## src/design/ssb_pkg.sv

```systemverilog
// shared types and constants of the span sprite blitter
package ssb_pkg;

    // default frame geometry, header size and queue depth
    localparam int SCREEN_WIDTH_DEF  = 640;
    localparam int SCREEN_HEIGHT_DEF = 480;
    localparam int HEADER_BYTES      = 16;
    localparam int QUEUE_DEPTH_DEF   = 4;

    // field widths
    localparam int ADDR_W = 19;
    localparam int OX_W   = 10;
    localparam int OY_W   = 9;
    localparam int CFG_W  = 10;
    localparam int COL_W  = 17;
    localparam int ROW_W  = 16;

    // configuration register indexes
    localparam logic CFG_ORIGIN_X = 1'b0;
    localparam logic CFG_ORIGIN_Y = 1'b1;

    // parse phase of the stream
    typedef enum logic [1:0] {
        PH_HEADER  = 2'd0,
        PH_SPANHDR = 2'd1,
        PH_PIXELS  = 2'd2,
        PH_DONE    = 2'd3
    } t_phase;

    // input request
    typedef struct packed {
        logic [7:0] sprite_byte;
        logic       first_byte;
    } t_in_req;

    // output request
    typedef struct packed {
        logic              write_enable;
        logic [ADDR_W-1:0] write_address;
        logic [7:0]        pixel_value;
        logic              clipped;
        logic              sprite_done;
    } t_out_req;

    // classified byte handed from front to back
    typedef struct packed {
        logic             vis;
        logic [COL_W-1:0] col;
        logic [ROW_W-1:0] row;
        logic [7:0]       pix;
        logic             done;
    } t_cmd;

endpackage

```

## src/design/span_sprite_blitter.sv

```systemverilog
// top level of the span sprite blitter
//
//  channel   valid         stall         payload          direction
//  input     i_in_valid    o_in_stall    i_in_data        sprite byte in
//  output    o_out_valid   i_out_stall   o_out_data       pixel write out
//  config    i_cfg_we      -             i_cfg_index/data register write
//
// one sprite byte per cycle while the queue is not full, with exactly one result per byte
// each accepted byte reaches the output after passing its registers in order: queue slot, position stage,
// address stage
// the parser accepts bytes until the queue of QUEUE_DEPTH entries fills
// a stalled output holds the pipeline; the queue lets the parser run ahead
// synchronous active-low reset clears parser state, queue and pipeline valids
module span_sprite_blitter
    import ssb_pkg::*;
#(
    parameter int SCREEN_WIDTH  = SCREEN_WIDTH_DEF,
    parameter int SCREEN_HEIGHT = SCREEN_HEIGHT_DEF,
    parameter int QUEUE_DEPTH   = QUEUE_DEPTH_DEF
) (
    input  logic             i_clk,
    input  logic             i_rst_n,
    input  logic             i_in_valid,
    output logic             o_in_stall,
    input  t_in_req          i_in_data,
    output logic             o_out_valid,
    input  logic             i_out_stall,
    output t_out_req         o_out_data,
    input  logic             i_cfg_we,
    input  logic             i_cfg_index,
    input  logic [CFG_W-1:0] i_cfg_data
);

    logic [OX_W-1:0] r_origin_x;
    logic [OY_W-1:0] r_origin_y;
    logic            accept;
    logic            q_full, q_valid, q_pop;
    t_cmd            f_cmd, q_cmd;

    // configuration registers
    always_ff @(posedge i_clk) begin
        if (!i_rst_n) begin
            r_origin_x <= '0;
            r_origin_y <= '0;
        end else if (i_cfg_we) begin
            case (i_cfg_index)
                CFG_ORIGIN_X: r_origin_x <= i_cfg_data[OX_W-1:0];
                CFG_ORIGIN_Y: r_origin_y <= i_cfg_data[OY_W-1:0];
                default: begin
                end
            endcase
        end
    end

    assign o_in_stall = q_full;
    assign accept     = i_in_valid && !q_full;

    // parser
    ssb_front u_front (
        .i_clk    (i_clk),
        .i_rst_n  (i_rst_n),
        .i_accept (accept),
        .i_req    (i_in_data),
        .o_cmd    (f_cmd)
    );

    // decoupling queue
    ssb_queue #(
        .DEPTH (QUEUE_DEPTH)
    ) u_queue (
        .i_clk   (i_clk),
        .i_rst_n (i_rst_n),
        .i_push  (accept),
        .i_data  (f_cmd),
        .o_full  (q_full),
        .o_valid (q_valid),
        .i_pop   (q_pop),
        .o_data  (q_cmd)
    );

    // address unit
    ssb_back #(
        .SCREEN_WIDTH  (SCREEN_WIDTH),
        .SCREEN_HEIGHT (SCREEN_HEIGHT)
    ) u_back (
        .i_clk       (i_clk),
        .i_rst_n     (i_rst_n),
        .i_origin_x  (r_origin_x),
        .i_origin_y  (r_origin_y),
        .i_cmd_valid (q_valid),
        .i_cmd       (q_cmd),
        .o_cmd_pop   (q_pop),
        .o_valid     (o_out_valid),
        .i_stall     (i_out_stall),
        .o_data      (o_out_data)
    );

endmodule

```

## src/design/ssb_front.sv

```systemverilog
// stream parser: tracks header, span headers and pixels, classifies each byte
module ssb_front
    import ssb_pkg::*;
(
    input  logic    i_clk,
    input  logic    i_rst_n,
    input  logic    i_accept,
    input  t_in_req i_req,
    output t_cmd    o_cmd
);

    t_phase      r_phase, n_phase, eff_phase;
    logic [3:0]  r_cnt, n_cnt, eff_cnt;
    logic [15:0] r_width, n_width;
    logic [15:0] r_height, n_height;
    logic [15:0] r_row, n_row;
    logic [15:0] r_start, n_start;
    logic [15:0] r_length, n_length;
    logic [15:0] r_pos, n_pos;
    logic [15:0] row_next, pos_next;
    logic [COL_W-1:0] col;
    logic [7:0]  b;
    logic        hdr_end, row_end;
    t_cmd        cmd;

    // a first byte restarts the header parse
    assign eff_phase = i_req.first_byte ? PH_HEADER : r_phase;
    assign eff_cnt   = i_req.first_byte ? 4'd0 : r_cnt;
    assign b         = i_req.sprite_byte;
    assign row_next  = r_row + 16'd1;
    assign pos_next  = r_pos + 16'd1;
    assign col       = {1'b0, r_start} + {1'b0, r_pos};

    // field capture and byte classification
    always_comb begin
        n_cnt    = eff_cnt;
        n_width  = r_width;
        n_height = r_height;
        n_row    = r_row;
        n_start  = r_start;
        n_length = r_length;
        n_pos    = r_pos;
        hdr_end  = 1'b0;
        row_end  = 1'b0;
        cmd      = '0;
        case (eff_phase)
            PH_HEADER: begin
                if (eff_cnt == 4'd2) n_width[7:0] = b;
                else if (eff_cnt == 4'd3) n_width[15:8] = b;
                else if (eff_cnt == 4'd4) n_height[7:0] = b;
                else if (eff_cnt == 4'd5) n_height[15:8] = b;
                if ({1'b0, eff_cnt} + 5'd1 >= 5'(HEADER_BYTES)) begin
                    hdr_end = 1'b1;
                    n_row   = '0;
                    n_cnt   = '0;
                end else begin
                    n_cnt = eff_cnt + 4'd1;
                end
            end
            PH_SPANHDR: begin
                if (eff_cnt == 4'd0) n_start[7:0] = b;
                else if (eff_cnt == 4'd1) n_start[15:8] = b;
                else if (eff_cnt == 4'd2) n_length[7:0] = b;
                else n_length[15:8] = b;
                if (eff_cnt >= 4'd3) begin
                    n_cnt = '0;
                    n_pos = '0;
                    if (n_length == 16'd0) row_end = 1'b1;
                end else begin
                    n_cnt = eff_cnt + 4'd1;
                end
            end
            PH_PIXELS: begin
                cmd.vis = (b != 8'd0) && (col < {1'b0, r_width});
                cmd.col = col;
                cmd.row = r_row;
                cmd.pix = b;
                n_pos   = pos_next;
                if (pos_next >= r_length) row_end = 1'b1;
            end
            default: begin
            end
        endcase
        // end of a row
        if (row_end) begin
            n_row = row_next;
            n_cnt = '0;
            if (row_next >= r_height) cmd.done = 1'b1;
        end
        // empty sprite ends on the header
        if (hdr_end && n_height == 16'd0) cmd.done = 1'b1;
    end

    // next phase
    always_comb begin
        n_phase = eff_phase;
        case (eff_phase)
            PH_HEADER: begin
                if (hdr_end) n_phase = (n_height == 16'd0) ? PH_DONE : PH_SPANHDR;
            end
            PH_SPANHDR: begin
                if (eff_cnt >= 4'd3 && n_length != 16'd0) n_phase = PH_PIXELS;
            end
            default: begin
            end
        endcase
        if (row_end) n_phase = (row_next >= r_height) ? PH_DONE : PH_SPANHDR;
    end

    // parser state
    always_ff @(posedge i_clk) begin
        if (!i_rst_n) begin
            r_phase  <= PH_HEADER;
            r_cnt    <= '0;
            r_width  <= '0;
            r_height <= '0;
            r_row    <= '0;
            r_start  <= '0;
            r_length <= '0;
            r_pos    <= '0;
        end else if (i_accept) begin
            r_phase  <= n_phase;
            r_cnt    <= n_cnt;
            r_width  <= n_width;
            r_height <= n_height;
            r_row    <= n_row;
            r_start  <= n_start;
            r_length <= n_length;
            r_pos    <= n_pos;
        end
    end

    assign o_cmd = cmd;

endmodule

```

## src/design/ssb_queue.sv

```systemverilog
// small fifo of classified bytes between parser and address unit
module ssb_queue
    import ssb_pkg::*;
#(
    parameter int DEPTH = QUEUE_DEPTH_DEF
) (
    input  logic i_clk,
    input  logic i_rst_n,
    input  logic i_push,
    input  t_cmd i_data,
    output logic o_full,
    output logic o_valid,
    input  logic i_pop,
    output t_cmd o_data
);

    localparam int PTR_W = (DEPTH > 1) ? $clog2(DEPTH) : 1;
    localparam int CNT_W = $clog2(DEPTH + 1);

    t_cmd             r_mem [DEPTH];
    logic [PTR_W-1:0] r_wr, r_rd;
    logic [CNT_W-1:0] r_cnt;
    logic             do_push, do_pop;

    assign o_full  = (r_cnt == CNT_W'(DEPTH));
    assign o_valid = (r_cnt != '0);
    assign do_push = i_push && !o_full;
    assign do_pop  = i_pop && o_valid;
    assign o_data  = r_mem[r_rd];

    // storage
    always_ff @(posedge i_clk) begin
        if (do_push) r_mem[r_wr] <= i_data;
    end

    // pointers and fill count
    always_ff @(posedge i_clk) begin
        if (!i_rst_n) begin
            r_wr  <= '0;
            r_rd  <= '0;
            r_cnt <= '0;
        end else begin
            if (do_push) r_wr <= (r_wr == PTR_W'(DEPTH - 1)) ? '0 : r_wr + PTR_W'(1);
            if (do_pop)  r_rd <= (r_rd == PTR_W'(DEPTH - 1)) ? '0 : r_rd + PTR_W'(1);
            r_cnt <= r_cnt + CNT_W'(do_push) - CNT_W'(do_pop);
        end
    end

endmodule

```

## src/design/ssb_back.sv

```systemverilog
// address unit: screen position, frame clip, linear address, output register
module ssb_back
    import ssb_pkg::*;
#(
    parameter int SCREEN_WIDTH  = SCREEN_WIDTH_DEF,
    parameter int SCREEN_HEIGHT = SCREEN_HEIGHT_DEF
) (
    input  logic            i_clk,
    input  logic            i_rst_n,
    input  logic [OX_W-1:0] i_origin_x,
    input  logic [OY_W-1:0] i_origin_y,
    input  logic            i_cmd_valid,
    input  t_cmd            i_cmd,
    output logic            o_cmd_pop,
    output logic            o_valid,
    input  logic            i_stall,
    output t_out_req        o_data
);

    localparam int SX_W   = COL_W + 1;
    localparam int SY_W   = ROW_W + 1;
    localparam int SW_W   = $clog2(SCREEN_WIDTH + 1);
    localparam int PROD_W = SY_W + SW_W + 1;

    // stage a: screen position
    logic            r_a_valid;
    logic            r_a_vis, r_a_in, r_a_done;
    logic [7:0]      r_a_pix;
    logic [SX_W-1:0] r_a_sx;
    logic [SY_W-1:0] r_a_sy;
    logic [SX_W-1:0] sx;
    logic [SY_W-1:0] sy;

    // stage b: output register
    logic            r_b_valid;
    t_out_req        r_b_data, n_b_data;
    logic [PROD_W-1:0] addr_full;

    logic b_take, a_take;

    assign b_take    = !r_b_valid || !i_stall;
    assign a_take    = !r_a_valid || b_take;
    assign o_cmd_pop = i_cmd_valid && a_take;

    assign sx = SX_W'(i_origin_x) + SX_W'(i_cmd.col);
    assign sy = SY_W'(i_origin_y) + SY_W'(i_cmd.row);

    always_ff @(posedge i_clk) begin
        if (!i_rst_n) begin
            r_a_valid <= 1'b0;
        end else if (a_take) begin
            r_a_valid <= i_cmd_valid;
        end
    end

    always_ff @(posedge i_clk) begin
        if (a_take) begin
            r_a_vis  <= i_cmd.vis;
            r_a_in   <= (sx < SX_W'(SCREEN_WIDTH)) && (sy < SY_W'(SCREEN_HEIGHT));
            r_a_done <= i_cmd.done;
            r_a_pix  <= i_cmd.pix;
            r_a_sx   <= sx;
            r_a_sy   <= sy;
        end
    end

    // linear address and result fields
    always_comb begin
        addr_full = PROD_W'(r_a_sy) * PROD_W'(SCREEN_WIDTH) + PROD_W'(r_a_sx);
        n_b_data  = '0;
        n_b_data.sprite_done = r_a_done;
        if (r_a_vis) begin
            if (r_a_in) begin
                n_b_data.write_enable  = 1'b1;
                n_b_data.write_address = addr_full[ADDR_W-1:0];
                n_b_data.pixel_value   = r_a_pix;
            end else begin
                n_b_data.clipped = 1'b1;
            end
        end
    end

    always_ff @(posedge i_clk) begin
        if (!i_rst_n) begin
            r_b_valid <= 1'b0;
        end else if (b_take) begin
            r_b_valid <= r_a_valid;
        end
    end

    always_ff @(posedge i_clk) begin
        if (b_take) r_b_data <= n_b_data;
    end

    assign o_valid = r_b_valid;
    assign o_data  = r_b_data;

endmodule

```

## config.mk

```make
export PLATFORM = sky130hd
export DESIGN_NAME = span_sprite_blitter
export DESIGN_NICKNAME = d
export VERILOG_FILES = /design/src/design/ssb_pkg.sv /design/src/design/span_sprite_blitter.sv /design/src/design/ssb_front.sv /design/src/design/ssb_queue.sv /design/src/design/ssb_back.sv
export SDC_FILE = /design/constraint.sdc
export NUM_CORES = 1
export LEC_CHECK = 0
export ABC_AREA = 0
export ABC_CLOCK_PERIOD_IN_PS = 3800
export BUFFER_PORTS_ARGS = -buffer_cell sky130_fd_sc_hd__buf_2
export CAP_MARGIN = 20
export CORE_MARGIN = 5
export CORE_UTILIZATION = 50
export CTS_BUF_LIST = sky130_fd_sc_hd__clkbuf_16
export CTS_CLUSTER_SIZE = 28
export DETAILED_ROUTE_END_ITERATION = 7
export PLACE_DENSITY = 0.69
export SETUP_SLACK_MARGIN = 0.15
export SLEW_MARGIN = 20
export SYNTH_ARGS = -nofsm -noshare
export SYNTH_HDL_FRONTEND = slang
export SYNTH_HIERARCHICAL = 1
export SYNTH_SLANG_ARGS = --single-unit
```

## constraint.sdc

```tcl
create_clock -name i_clk -period 3.8 [get_ports i_clk]
set_input_delay 0.76 -clock i_clk [delete_from_list [all_inputs] [get_ports i_clk]]
set_output_delay 0.76 -clock i_clk [all_outputs]
set_load 0.03 [all_outputs]
```

# After elaboration in Yosys (flattened, before gate mapping)
# Memories as Yosys holds them, arrays and structs flattened. A register that Yosys moved wholly into a read port is not among the register bits.
# Index checks and enable logic that the tools add are counted.
# word_totals
reg_bits	206
latch_bits	0
mem_bits_rw	172
rom_bits	0
input_bits	25
output_inout_bits	32
elab_cells	143
n_memories	1
# op_classes
addsub	12
n_mul	1
div_mod_pow	0
order_cmp	7
n_eq_ne	11
n_shift	0
n_mux	47
bitwise_logic	3
reduce_logical	33
# mem_list
name	depth	width	rd	rd_ports_with_merged_regs	wr	line_no	source
u_queue.r_mem	4	43	1	1	1	ssb_queue.sv:20	t_cmd r_mem [DEPTH];
# op_table
op	n
16-bit 2-to-1 mux	11
42-bit 2-to-1 mux	1
8-bit 2-to-1 mux	5
16-bit by 1-bit adder with 16-bit output, second input constant	2
16-bit greater-or-equal comparator	2
16-bit zero test	2
16-bit one-hot mux with 2 select lines	1
28-bit 2-to-1 mux	1
2-bit 2-to-1 mux	10
19-bit by 18-bit adder with 19-bit output	1
10-bit by 17-bit adder with 18-bit output	1
18-bit by 10-bit < comparator with 1-bit output, second input constant	1
16-bit by 16-bit adder with 17-bit output	1
9-bit by 16-bit adder with 17-bit output	1
17-bit by 16-bit < comparator with 1-bit output	1
17-bit by 9-bit < comparator with 1-bit output, second input constant	1
17-bit by 3-bit multiplier with 12-bit output, second input constant	1
4-bit 2-to-1 mux	4
16-bit nonzero test	1
3-bit AND reduction	4
1-bit 2-to-1 mux	11
4-bit by 2-bit equality test with 1-bit output, second input constant	2
4-bit by 3-bit equality test with 1-bit output, second input constant	2
1-bit logical AND	8
other kinds (25)	39

# Logic depth before layout (Yosys ltp)
# Gate-level depths: netlist of the first run.
# logic_depth
depth_word	12
depth_mapped	16
depth_no_buf	15

# Cells and area by module
# The synthesis of the first run kept the hierarchy.
# modules_own_cells
module	n_inst	cells_per_inst	area_per_inst_um2	seq_area_each_um2
ssb_front	1	908	7160.6	2042.0
ssb_queue	1	278	6746.5	5345.1
ssb_back	1	388	4513.1	2172.1
span_sprite_blitter	1	75	744.5	380.4

# Worst setup path after synthesis of the first run
# No wires, ideal clock.
# synth_timing
path_kind	input port to flip-flop
from	input port i_out_stall
to	register u_queue.r_cnt[2]
setup_time_ps	115
t_arrival_ps	3753
required_ps	3685
setup_slack_ps	-68
cell_stages	11
n_path_buf	0
path_cell_list	nand3_1 > and2_1 > o31ai_1 > inv_1 > ha_1 > inv_1 > ha_1 > fa_1 > xor2_1 > xnor2_1 > and2_1
# synth_via
elab_chain_len	6
# synth_rtl
element	line_no	source
start: declaration	span_sprite_blitter.sv:27	input logic i_out_stall,
1-bit zero test	ssb_back.sv:41	assign b_take = !r_b_valid || !i_stall;
1-bit logical OR	ssb_back.sv:41	
1-bit logical OR	ssb_back.sv:42	assign a_take = !r_a_valid || b_take;
1-bit logical AND	ssb_back.sv:43	assign o_cmd_pop = i_cmd_valid && a_take;
via q_pop	span_sprite_blitter.sv:37	logic q_full, q_valid, q_pop;
1-bit logical AND	ssb_queue.sv:28	assign do_pop = i_pop && o_valid;
3-bit by 1-bit subtractor with 3-bit output	ssb_queue.sv:45	r_cnt <= r_cnt + CNT_W'(do_push) - CNT_W'(do_pop);
end signal: assignment	ssb_queue.sv:45	
end: declaration	ssb_queue.sv:22	logic [CNT_W-1:0] r_cnt;
# The timed path passes the listed nets, and every way through them passes these cells.
# A chain may end at the register's enable or synchronous reset.

==> flow_metrics.env, run 1 <==
export IMPL_r2r_slack_ns=0.29
export IMPL_crit_required_ns=4.18
export IMPL_gr_usage_met1_pct=25.98
export IMPL_finalCritPeriodShare_pct=92.31
export IMPL_numCtsBuffers=41
export IMPL_power_leakage_nw=8.637
export IMPL_hold_depth=2
export IMPL_syn_avg_cell_area_um2=11.62
export IMPL_place_inst=2188
export IMPL_critical_path_class="register to register"
export IMPL_met3_usage_pct=2.884
export IMPL_clk_path_buf_depth=3
export IMPL_fin_tns_setup_ns=0
export IMPL_place_area_um2=20060
export IMPL_hold_path_class="register to register"
export IMPL_timing_critical_path_slowest_stage_cell="mux4_2"
export IMPL_fmax_mhz=285.1
export IMPL_worstPathCellList="buf_12, mux4_2, ha_1, fa_1, a21o_1, a41oi_1, a31oi_1, o21ba_2, o311ai_0, nand4b_1, nor4_2"
export IMPL_drc=0
export IMPL_grt_pass1_vias=12500
export IMPL_relSlewSlack_pct=32.30
export IMPL_ys_seq_area_share_pct=51.86
export IMPL_gr_max_usage_layer="met2"
export IMPL_gr_usage_all_layers_pct=19.40
export IMPL_multi_input_area_um2=8651
export IMPL_cpPeakStageDelay_ns=0.51
export IMPL_drv_slew=0
export IMPL_status="finished, final reports clean"
export IMPL_root_buffer="clkbuf_16"
export IMPL_clk_pin_slew_ns=0.06
export IMPL_final_hold_viol_count=0
export IMPL_grt_max_degree=72
export IMPL_async_flop_share_pct=0
export IMPL_r2r_worst_path_cells=11
export IMPL_portBuffers=56
export IMPL_rsz0062_at_grt="no"
export IMPL_hp_start="r_origin_x[7]$_SDFFE_PN0P_"
export IMPL_syn_inst=1649
export IMPL_skew_ns=0.02153
export IMPL_fillers=3094
export IMPL_setup_viol=0
export IMPL_antenna_found_initial=0
export IMPL_worstMarginPinSlew_ns=1.015
export IMPL_layout_cells_non_filler=2265
export IMPL_stdcell_area_um2=21470
export IMPL_synth_top_area_share_pct=38.08
export IMPL_worst_setup_path_end_kind="register"
export IMPL_worstPathMaxFanout=14
export IMPL_synth_net_count=1807
export IMPL_synth_edf_count=243
export IMPL_vias=12680
export IMPL_die_h_um=205.8
export IMPL_power_density_nw_per_um2=640.6
export IMPL_grt_ovfl_total=0
export IMPL_synth_main_ff_cell="edfxtp_1"
export IMPL_initial_core_util_pct=50.76
export IMPL_cts_tree="done"
export IMPL_num_nets_final=1879
export IMPL_areaGrowthSynthToFinish_pct=12.02
export IMPL_die_area_um2=42350
export IMPL_maxCapViolations=0
export IMPL_diodes=0
export IMPL_r2r_end="u_back/r_a_in$_DFFE_PN_"
export IMPL_yosysTopAreaCell="edfxtp_1"
export IMPL_wl_um=41190
export IMPL_pin_count=57
export IMPL_layout_min_cycle_time_ns=3.508
export IMPL_die_x_um=205.8
export IMPL_drtAntennaViolNets=0
export IMPL_routedWlPerCell_um=18.19
export IMPL_register_area_um2=9950
export IMPL_netlist_area_um2=19160
export IMPL_ys_ff_latch=375
export IMPL_synth_cell_types=78
export IMPL_yosysMostFrequentCell="edfxtp_1"
export IMPL_irDropWorstVdd_v=0.0003751
export IMPL_worst_hold_slack_ns=0.4686
export IMPL_htreeDepth=2
export IMPL_power_total_mw=13.75
export IMPL_drive_gt1_share_pct=14.31
export IMPL_dp_hpwl_um=28630
export IMPL_first_pass_iters=5
export IMPL_rows=71
export IMPL_synth_area_top_cells="edfxtp_1, dfxtp_1, ha_1"
export IMPL_yosys_warnings=6
export IMPL_first_iter_violations=739
export IMPL_hold_end="r_origin_x[7]$_SDFFE_PN0P_"
export IMPL_cp_start_kind="register"
export IMPL_crit_arrival_ns=3.88
export IMPL_gp_congestion=0.8978
export IMPL_gr_usage_met2_pct=31.97
export IMPL_grt_pass1_wl_um=65610
export IMPL_cts_sinks=375
export IMPL_via_per_inst=5.599
export IMPL_core_um2=37760
export IMPL_synth_common_cells="edfxtp_1, nor2_1, dfxtp_1, nand2_1, ha_1"
export IMPL_clock_latency_ns=0.55
-- kinds of logic after synthesis --
kind of cell | synth area share, %
simple gates | 13.59
buf+inv | 3.649
mux | 9.813
compound gates | 8.468
flops | 51.86
xor+xnor | 3.702
fa+ha+maj | 8.918
-- state kept, by name, summed over array words and instances (netlist names), 8 cells and up, named ones only --
| name | cells |
|---|---|
| r_origin_y | 9 |
| u_back/r_a_sy | 12 |
| u_back/r_a_pix | 8 |
| u_queue/r_mem | 172 |
| u_front/r_length | 16 |
| u_back/o_data | 30 |
| u_front/r_pos | 16 |
| u_front/r_width | 16 |
| u_front/r_height | 16 |
| u_back/r_a_sx | 18 |
| u_front/r_row | 16 |
| r_origin_x | 10 |
| u_front/r_start | 16 |
-- cells in the final DEF, fill, tap and decap left out, types with 17 or more instances in the layout --
master	instances
edfxtp_1	243
nor2_1	135
nand2_1	131
dfxtp_1	126
ha_1	125
inv_1	97
mux2i_1	90
a21oi_1	76
buf_2	56
xnor2_1	56
o21ai_0	51
and2_1	49
nand3_1	45
clkbuf_16	42
mux4_2	40
buf_4	33
and3_1	30
nor3_1	28
xor2_1	25
nor2b_1	17
-- per-layer routing --
layer  up-vias  part of all wire (%)
li1       6158                     -
met1      6083                    45
met2       348                    47
met3        92                   4.9
met4         0                   3.3
met5         -                     0
-- through the flow --
| step | utilization [%] | worst slack, ns |
|---|---|---|
| 2_1_floorplan | - | 0.2049 |
| 3_3_place_gp | 53.13 | 0.1954 |
| 3_5_place_dp | 53.13 | 0.1243 |
| 4_1_cts | 56.54 | 0.1509 |
| 5_1_grt | 56.86 | 0.1126 |
| 6_report | 56.86 | 0.2920 |
-- repair_timing --
action | CTS | global route
setup endpoints to repair | 2 | 28
hold buffers | 0 | 0
resized for setup | 1 | 27
pin swaps | 0 | 9
endpoints found under the hold margin | 0 | 0
setup buffers | 0 | 1
-- worst max-delay path, delay by kind of cell, from the launching register on --
kind / cells / cell delay [ns]
muxes: 1 / 0.51
AOI/OAI and AO/OA: 5 / 1.27
buffers and inverters: 1 / 0.17
DFF: 1 / 0.35
adders and majority gates: 2 / 0.62
and+or+nand+nor: 2 / 0.40
-- how the worst max path moves through the flow --
stage / slack [ns] / endpoint / startpoint
6_report: 0.29 / u_back/r_a_in$_DFFE_PN_ / register
5_1_grt: 0.11 / u_queue/r_mem[0][42]$_DFFE_PP_ / u_front/r_start[0]$_SDFFE_PN0P_
4_1_cts: 0.15 / u_queue/r_mem[0][42]$_DFFE_PP_ / u_front/r_pos[0]$_SDFFE_PN0P_
3_5_place_dp: 0.12 / u_front/r_cnt[0]$_SDFFE_PN0P_ / u_front/r_pos[0]$_SDFFE_PN0P_
3_3_place_gp: 0.20 / u_front/r_cnt[0]$_SDFFE_PN0P_ / u_front/r_pos[0]$_SDFFE_PN0P_
2_1_floorplan: 0.20 / u_queue/r_mem[0][42]$_DFFE_PP_ / u_front/r_pos[0]$_SDFFE_PN0P_
-- final cells by class --
class / instances / area share, %
sequential: 375 / 46.35
timing repair buffer: 93 / 2.832
tap: 511 / 2.978
multi-input combinational: 1121 / 40.30
clock inverter: 34 / 1.096
clock buffer: 42 / 4.896
inverter: 89 / 1.556
-- power by group --
part	leakage (nW)	internal, mW	switching (mW)
sequential	3.53	5.01	0.243
clock	0.661	2.16	1.61
combinational	4.45	2.04	2.69
total	8.64	9.20	4.55
Note: power is estimated with default switching activity, not from simulation.
==> run 2: changes to the inputs <==
CORE_MARGIN = 3   (was 5)
CORE_UTILIZATION = 40   (was 50)
PLACE_DENSITY = default   (was 0.69)
==> flow_metrics.env, run 2 (synthesis results as in run 1) <==
export IMPL_critical_path_class="register to register"
export IMPL_power_leakage_nw=8.753
export IMPL_wl_um=42380
export IMPL_cts_tree="done"
export IMPL_power_total_mw=13.97
export IMPL_die_x_um=224.9
export IMPL_die_area_um2=50570
export IMPL_num_nets_final=1885
export IMPL_status="finished, final reports clean"
export IMPL_top_register="u_queue/r_mem"
export IMPL_grt_pass1_vias=12550
export IMPL_final_hold_viol_count=0
export IMPL_met3_usage_pct=2.754
export IMPL_finalCritPeriodShare_pct=94.36
export IMPL_final_cell_mix="edfxtp_1, nor2_1, nand2_1"
export IMPL_cts_sinks=375
export IMPL_worstPathCellList="ha_4, nand3_1, or4_4, or2_2, xnor2_1, ha_1, a21oi_1, o21ai_0, a2bb2oi_4, o41ai_4, o21a_2, or4_1, a31oi_1"
export IMPL_first_pass_iters=5
export IMPL_worst_hold_slack_ns=0.4254
export IMPL_pre_cts_ws_ns=-0.05114
export IMPL_critPathBufInv=0
export IMPL_gr_usage_met1_pct=22.93
export IMPL_crit_arrival_ns=4.06
export IMPL_via_per_inst=5.360
export IMPL_numCtsBuffers=41
export IMPL_rows=79
export IMPL_vias=12690
export IMPL_clock_latency_ns=0.57
export IMPL_stdcell_area_um2=21830
export IMPL_skew_ns=0.01664
export IMPL_drc=0
export IMPL_maxCapViolations=0
export IMPL_cp_start_kind="register"
export IMPL_timing_critical_path_slowest_stage_cell="or4_4"
export IMPL_relSlewSlack_pct=52.91
export IMPL_cpPeakStageDelay_ns=0.53
export IMPL_dp_hpwl_um=29020
export IMPL_irDropWorstVdd_v=0.0003923
export IMPL_gr_usage_met2_pct=28.34
export IMPL_worstMarginPinSlew_ns=0.7042
export IMPL_path_delay_family="simple AND/OR/NAND/NOR gates"
export IMPL_finalWorstSetupSlack_ns=0.2144
export IMPL_drive_gt1_share_pct=15.28
export IMPL_root_buffer="clkbuf_16"
export IMPL_setup_viol=0
export IMPL_pin_count=57
export IMPL_holdBufCountCts=0
export IMPL_drv_slew=0
export IMPL_first_iter_violations=862
export IMPL_clk_pin_slew_ns=0.06
export IMPL_diodes=0
export IMPL_layout_min_cycle_time_ns=3.586
export IMPL_gr_max_usage_layer="met2"
export IMPL_die_h_um=224.9
export IMPL_clk_path_buf_depth=3
export IMPL_grt_max_degree=61
export IMPL_antenna_found_initial=0
export IMPL_crit_required_ns=4.28
export IMPL_grt_ovfl_total=0
export IMPL_core_um2=46950
export IMPL_worstPathMaxFanout=4
export IMPL_gp_congestion=0.8546
export IMPL_rsz0062_at_grt="no"
export IMPL_largest_reg_flops=172
export IMPL_fillers=4243
export IMPL_routedWlPerCell_um=17.90
export IMPL_grt_pass1_wl_um=67590
export IMPL_gr_usage_all_layers_pct=16.85
export IMPL_hold_path_class="register to register"
export IMPL_layout_commonest_cell="edfxtp_1"
export IMPL_htreeDepth=2
export IMPL_initial_core_util_pct=40.82
export IMPL_worst_setup_path_end_kind="register"
export IMPL_power_density_nw_per_um2=639.9
export IMPL_portBuffers=56
export IMPL_drtAntennaViolNets=0
export IMPL_place_area_um2=20220
export IMPL_areaGrowthSynthToFinish_pct=13.93
export IMPL_fmax_mhz=278.9
export IMPL_fin_tns_setup_ns=0
==> run 2: through the flow <==
stage	std cells	util, %
after floorplan	1649	-
after global placement	2285	43.07
after detailed placement	2285	43.07
after global routing	2367	46.50
after CTS	2364	46.13
final	2367	46.50
==> run 2: path summary, 6_finish.rpt <==
path              cells past startpoint                           from  slack, ns                            end
setup / recovery                     13  u_front/r_pos[0]$_SDFFE_PN0P_       0.21  u_front/r_cnt[0]$_SDFFE_PN0P_
setup reg to reg                     13  u_front/r_pos[0]$_SDFFE_PN0P_       0.21  u_front/r_cnt[0]$_SDFFE_PN0P_
hold / removal                        0      u_back/r_a_done$_DFFE_PN_       0.43     u_back/o_data[0]$_DFFE_PP_
hold reg to reg                       0      u_back/r_a_done$_DFFE_PN_       0.43     u_back/o_data[0]$_DFFE_PP_
==> run 2: timing repair <==
action / CTS / global route
pin swaps: 3 / 10
buffers inserted: 3 / 3
cloned: 0 / 0
setup endpoints to repair: 28 / 31
gates resized for setup: 7 / 36
==> run 2: metal layers <==
layer  routed length [um]  vias up
met5                    0        -
met4                  806        0
met3                 1946       66
met2                20320      283
met1                19310     6166
li1                     -     6171
==> run 2: cell type report <==
cell class | instances | area (um2) | share of cell area (%)
clock buffers | 42 | 1051 | 4.814
clock inverters | 34 | 325.3 | 1.490
inverters | 89 | 334.1 | 1.530
multi-input cells | 1121 | 8715 | 39.91
flip-flops and latches | 375 | 9958 | 45.61
well taps | 607 | 759.5 | 3.479
repair buffers | 99 | 690.7 | 3.163
==> run 2: power by group <==
| part | switching [mW] | leakage [nW] | internal [mW] |
|---|---|---|---|
| Clock | 1.65 | 0.700 | 2.37 |
| Combinational | 2.63 | 4.52 | 2.08 |
| Sequential | 0.235 | 3.53 | 5.01 |
| Total | 4.51 | 8.75 | 9.46 |
==> run 3: changes to the inputs <==
ABC_CLOCK_PERIOD_IN_PS = 4150   (was 3800)
clock period = 4.15 ns   (was 3.8 ns; I/O delays follow)
==> flow_metrics.env, run 3 (synthesis results as in run 1) <==
export IMPL_status="finished, final reports clean"
export IMPL_finalCritPeriodShare_pct=91.56
export IMPL_root_buffer="clkbuf_16"
export IMPL_cts_tree="done"
export IMPL_drv_slew=0
export IMPL_vias=12560
export IMPL_power_density_nw_per_um2=596.1
export IMPL_clk_path_buf_depth=3
export IMPL_grt_pass1_wl_um=66650
export IMPL_worstPathCellList="ha_1, nand3_2, or4_4, nor2_1, nand3_1, xnor2_1, ha_1, and3_1, nand3_1, a2bb2oi_1, o41ai_2, o21a_1, or4_1, a31oi_1"
export IMPL_layout_commonest_cell="edfxtp_1"
export IMPL_core_um2=46950
export IMPL_drive_gt1_share_pct=13.54
export IMPL_skew_ns=0.01951
export IMPL_power_leakage_nw=8.673
export IMPL_grt_pass1_vias=12460
export IMPL_fin_tns_setup_ns=0
export IMPL_relSlewSlack_pct=54.08
export IMPL_hold_path_class="register to register"
export IMPL_die_area_um2=50570
export IMPL_layout_min_cycle_time_ns=3.800
export IMPL_first_pass_iters=5
export IMPL_via_per_inst=5.327
export IMPL_holdBufCountCts=0
export IMPL_num_nets_final=1873
export IMPL_met3_usage_pct=2.845
export IMPL_drc=0
export IMPL_clock_latency_ns=0.57
export IMPL_grt_ovfl_total=0
export IMPL_clk_pin_slew_ns=0.06
export IMPL_cts_sinks=375
export IMPL_wl_um=41770
export IMPL_diodes=0
export IMPL_r2r_slack_ns=0.35
export IMPL_place_area_um2=20100
export IMPL_gr_usage_met1_pct=22.36
export IMPL_critical_path_class="register to register"
export IMPL_fmax_mhz=263.2
export IMPL_final_hold_viol_count=0
export IMPL_cpPeakStageDelay_ns=0.61
export IMPL_gr_usage_met2_pct=27.71
export IMPL_antenna_found_initial=0
export IMPL_largest_reg_flops=172
export IMPL_timing_critical_path_slowest_stage_cell="or4_4"
export IMPL_top_register="u_queue/r_mem"
export IMPL_gp_congestion=0.8449
export IMPL_routedWlPerCell_um=17.72
export IMPL_place_inst=2277
export IMPL_rsz0062_at_grt="no"
export IMPL_worst_hold_slack_ns=0.4361
export IMPL_first_iter_violations=866
export IMPL_final_cell_mix="edfxtp_1, nor2_1, nand2_1"
export IMPL_drtAntennaViolNets=0
export IMPL_worstPathMaxFanout=6
export IMPL_crit_arrival_ns=4.30
export IMPL_rows=79
export IMPL_worstMarginPinSlew_ns=0.6714
export IMPL_gr_max_usage_layer="met2"
export IMPL_die_h_um=224.9
export IMPL_pre_cts_ws_ns=0.1636
export IMPL_cp_start_kind="register"
export IMPL_finalWorstSetupSlack_ns=0.3501
export IMPL_grt_max_degree=60
export IMPL_pin_count=57
export IMPL_worst_setup_path_end_kind="register"
export IMPL_die_x_um=224.9
export IMPL_stdcell_area_um2=21620
export IMPL_dp_hpwl_um=28810
export IMPL_gr_usage_all_layers_pct=16.58
export IMPL_crit_required_ns=4.65
export IMPL_layout_cells_non_filler=2357
export IMPL_post_cts_buffers=0
export IMPL_setup_viol=0
export IMPL_initial_core_util_pct=40.82
export IMPL_numCtsBuffers=43
export IMPL_maxCapViolations=0
export IMPL_areaGrowthSynthToFinish_pct=12.81
export IMPL_irDropWorstVdd_v=0.0003198
export IMPL_portBuffers=56
export IMPL_htreeDepth=2
run 3: changes by cell type in the layout (fill, tap and decap cells not counted), sizes merged:
cell | before | now
inv | 101 | 99
clkbuf | 42 | 44
clkinv | 14 | 19
buf | 99 | 85
bufinv | 5 | 6
clkinvlp | 3 | 1
run 3: report_power, final:
group | switching, mW | internal [mW]
Combinational | 2.34 | 1.85
Sequential | 0.244 | 4.59
Clock | 1.54 | 2.32
run 3: path summary, 6_finish.rpt:
kind,from,endpoint,cells past startpoint
setup / recovery,u_front/r_pos[1]$_SDFFE_PN0P_,u_front/r_cnt[0]$_SDFFE_PN0P_,14
hold / removal,u_back/r_a_done$_DFFE_PN_,u_back/o_data[0]$_DFFE_PP_,0
setup reg to reg,u_front/r_pos[1]$_SDFFE_PN0P_,u_front/r_cnt[0]$_SDFFE_PN0P_,14
hold reg to reg,u_back/r_a_done$_DFFE_PN_,u_back/o_data[0]$_DFFE_PP_,0
run 3: cell type report:
cell class              count  area [um2]
fillers                  4238       25330
flip-flops and latches    375        9943
multi-input cells        1121        8592
clock buffers              44        1101
well taps                 607       759.5
repair buffers             85       523.0
clock inverters            36       366.6
inverters                  89       334.1
run 3: critical path: cells and delay by family (launching register included):
family / cells / cell delay, ns
AO/OA/AOI/OAI: 4 / 0.76
adder cells (fa/ha/maj): 2 / 0.57
AND/OR/NAND/NOR: 7 / 1.81
XOR/XNOR: 1 / 0.16
flip-flops: 1 / 0.44
run 3: metal layers:
metal,vias up,wire length [um]
li1,6148,-
met1,6097,19460
met2,246,19610
met5,-,0
met4,0,962
met3,64,1733
run 3: what timing repair did:
item	CTS	global route
endpoints found under the setup margin	1	28
endpoints found under the hold margin	0	0
gates resized for setup	1	10
pin swaps	0	1
run 3: stage by stage:
step	util, %	total power, mW
after CTS	45.95	13.04
after detailed placement	42.81	9.118
final	46.05	12.89
after global routing	46.05	13.69
after global placement	42.81	9.045
after floorplan	-	8.195
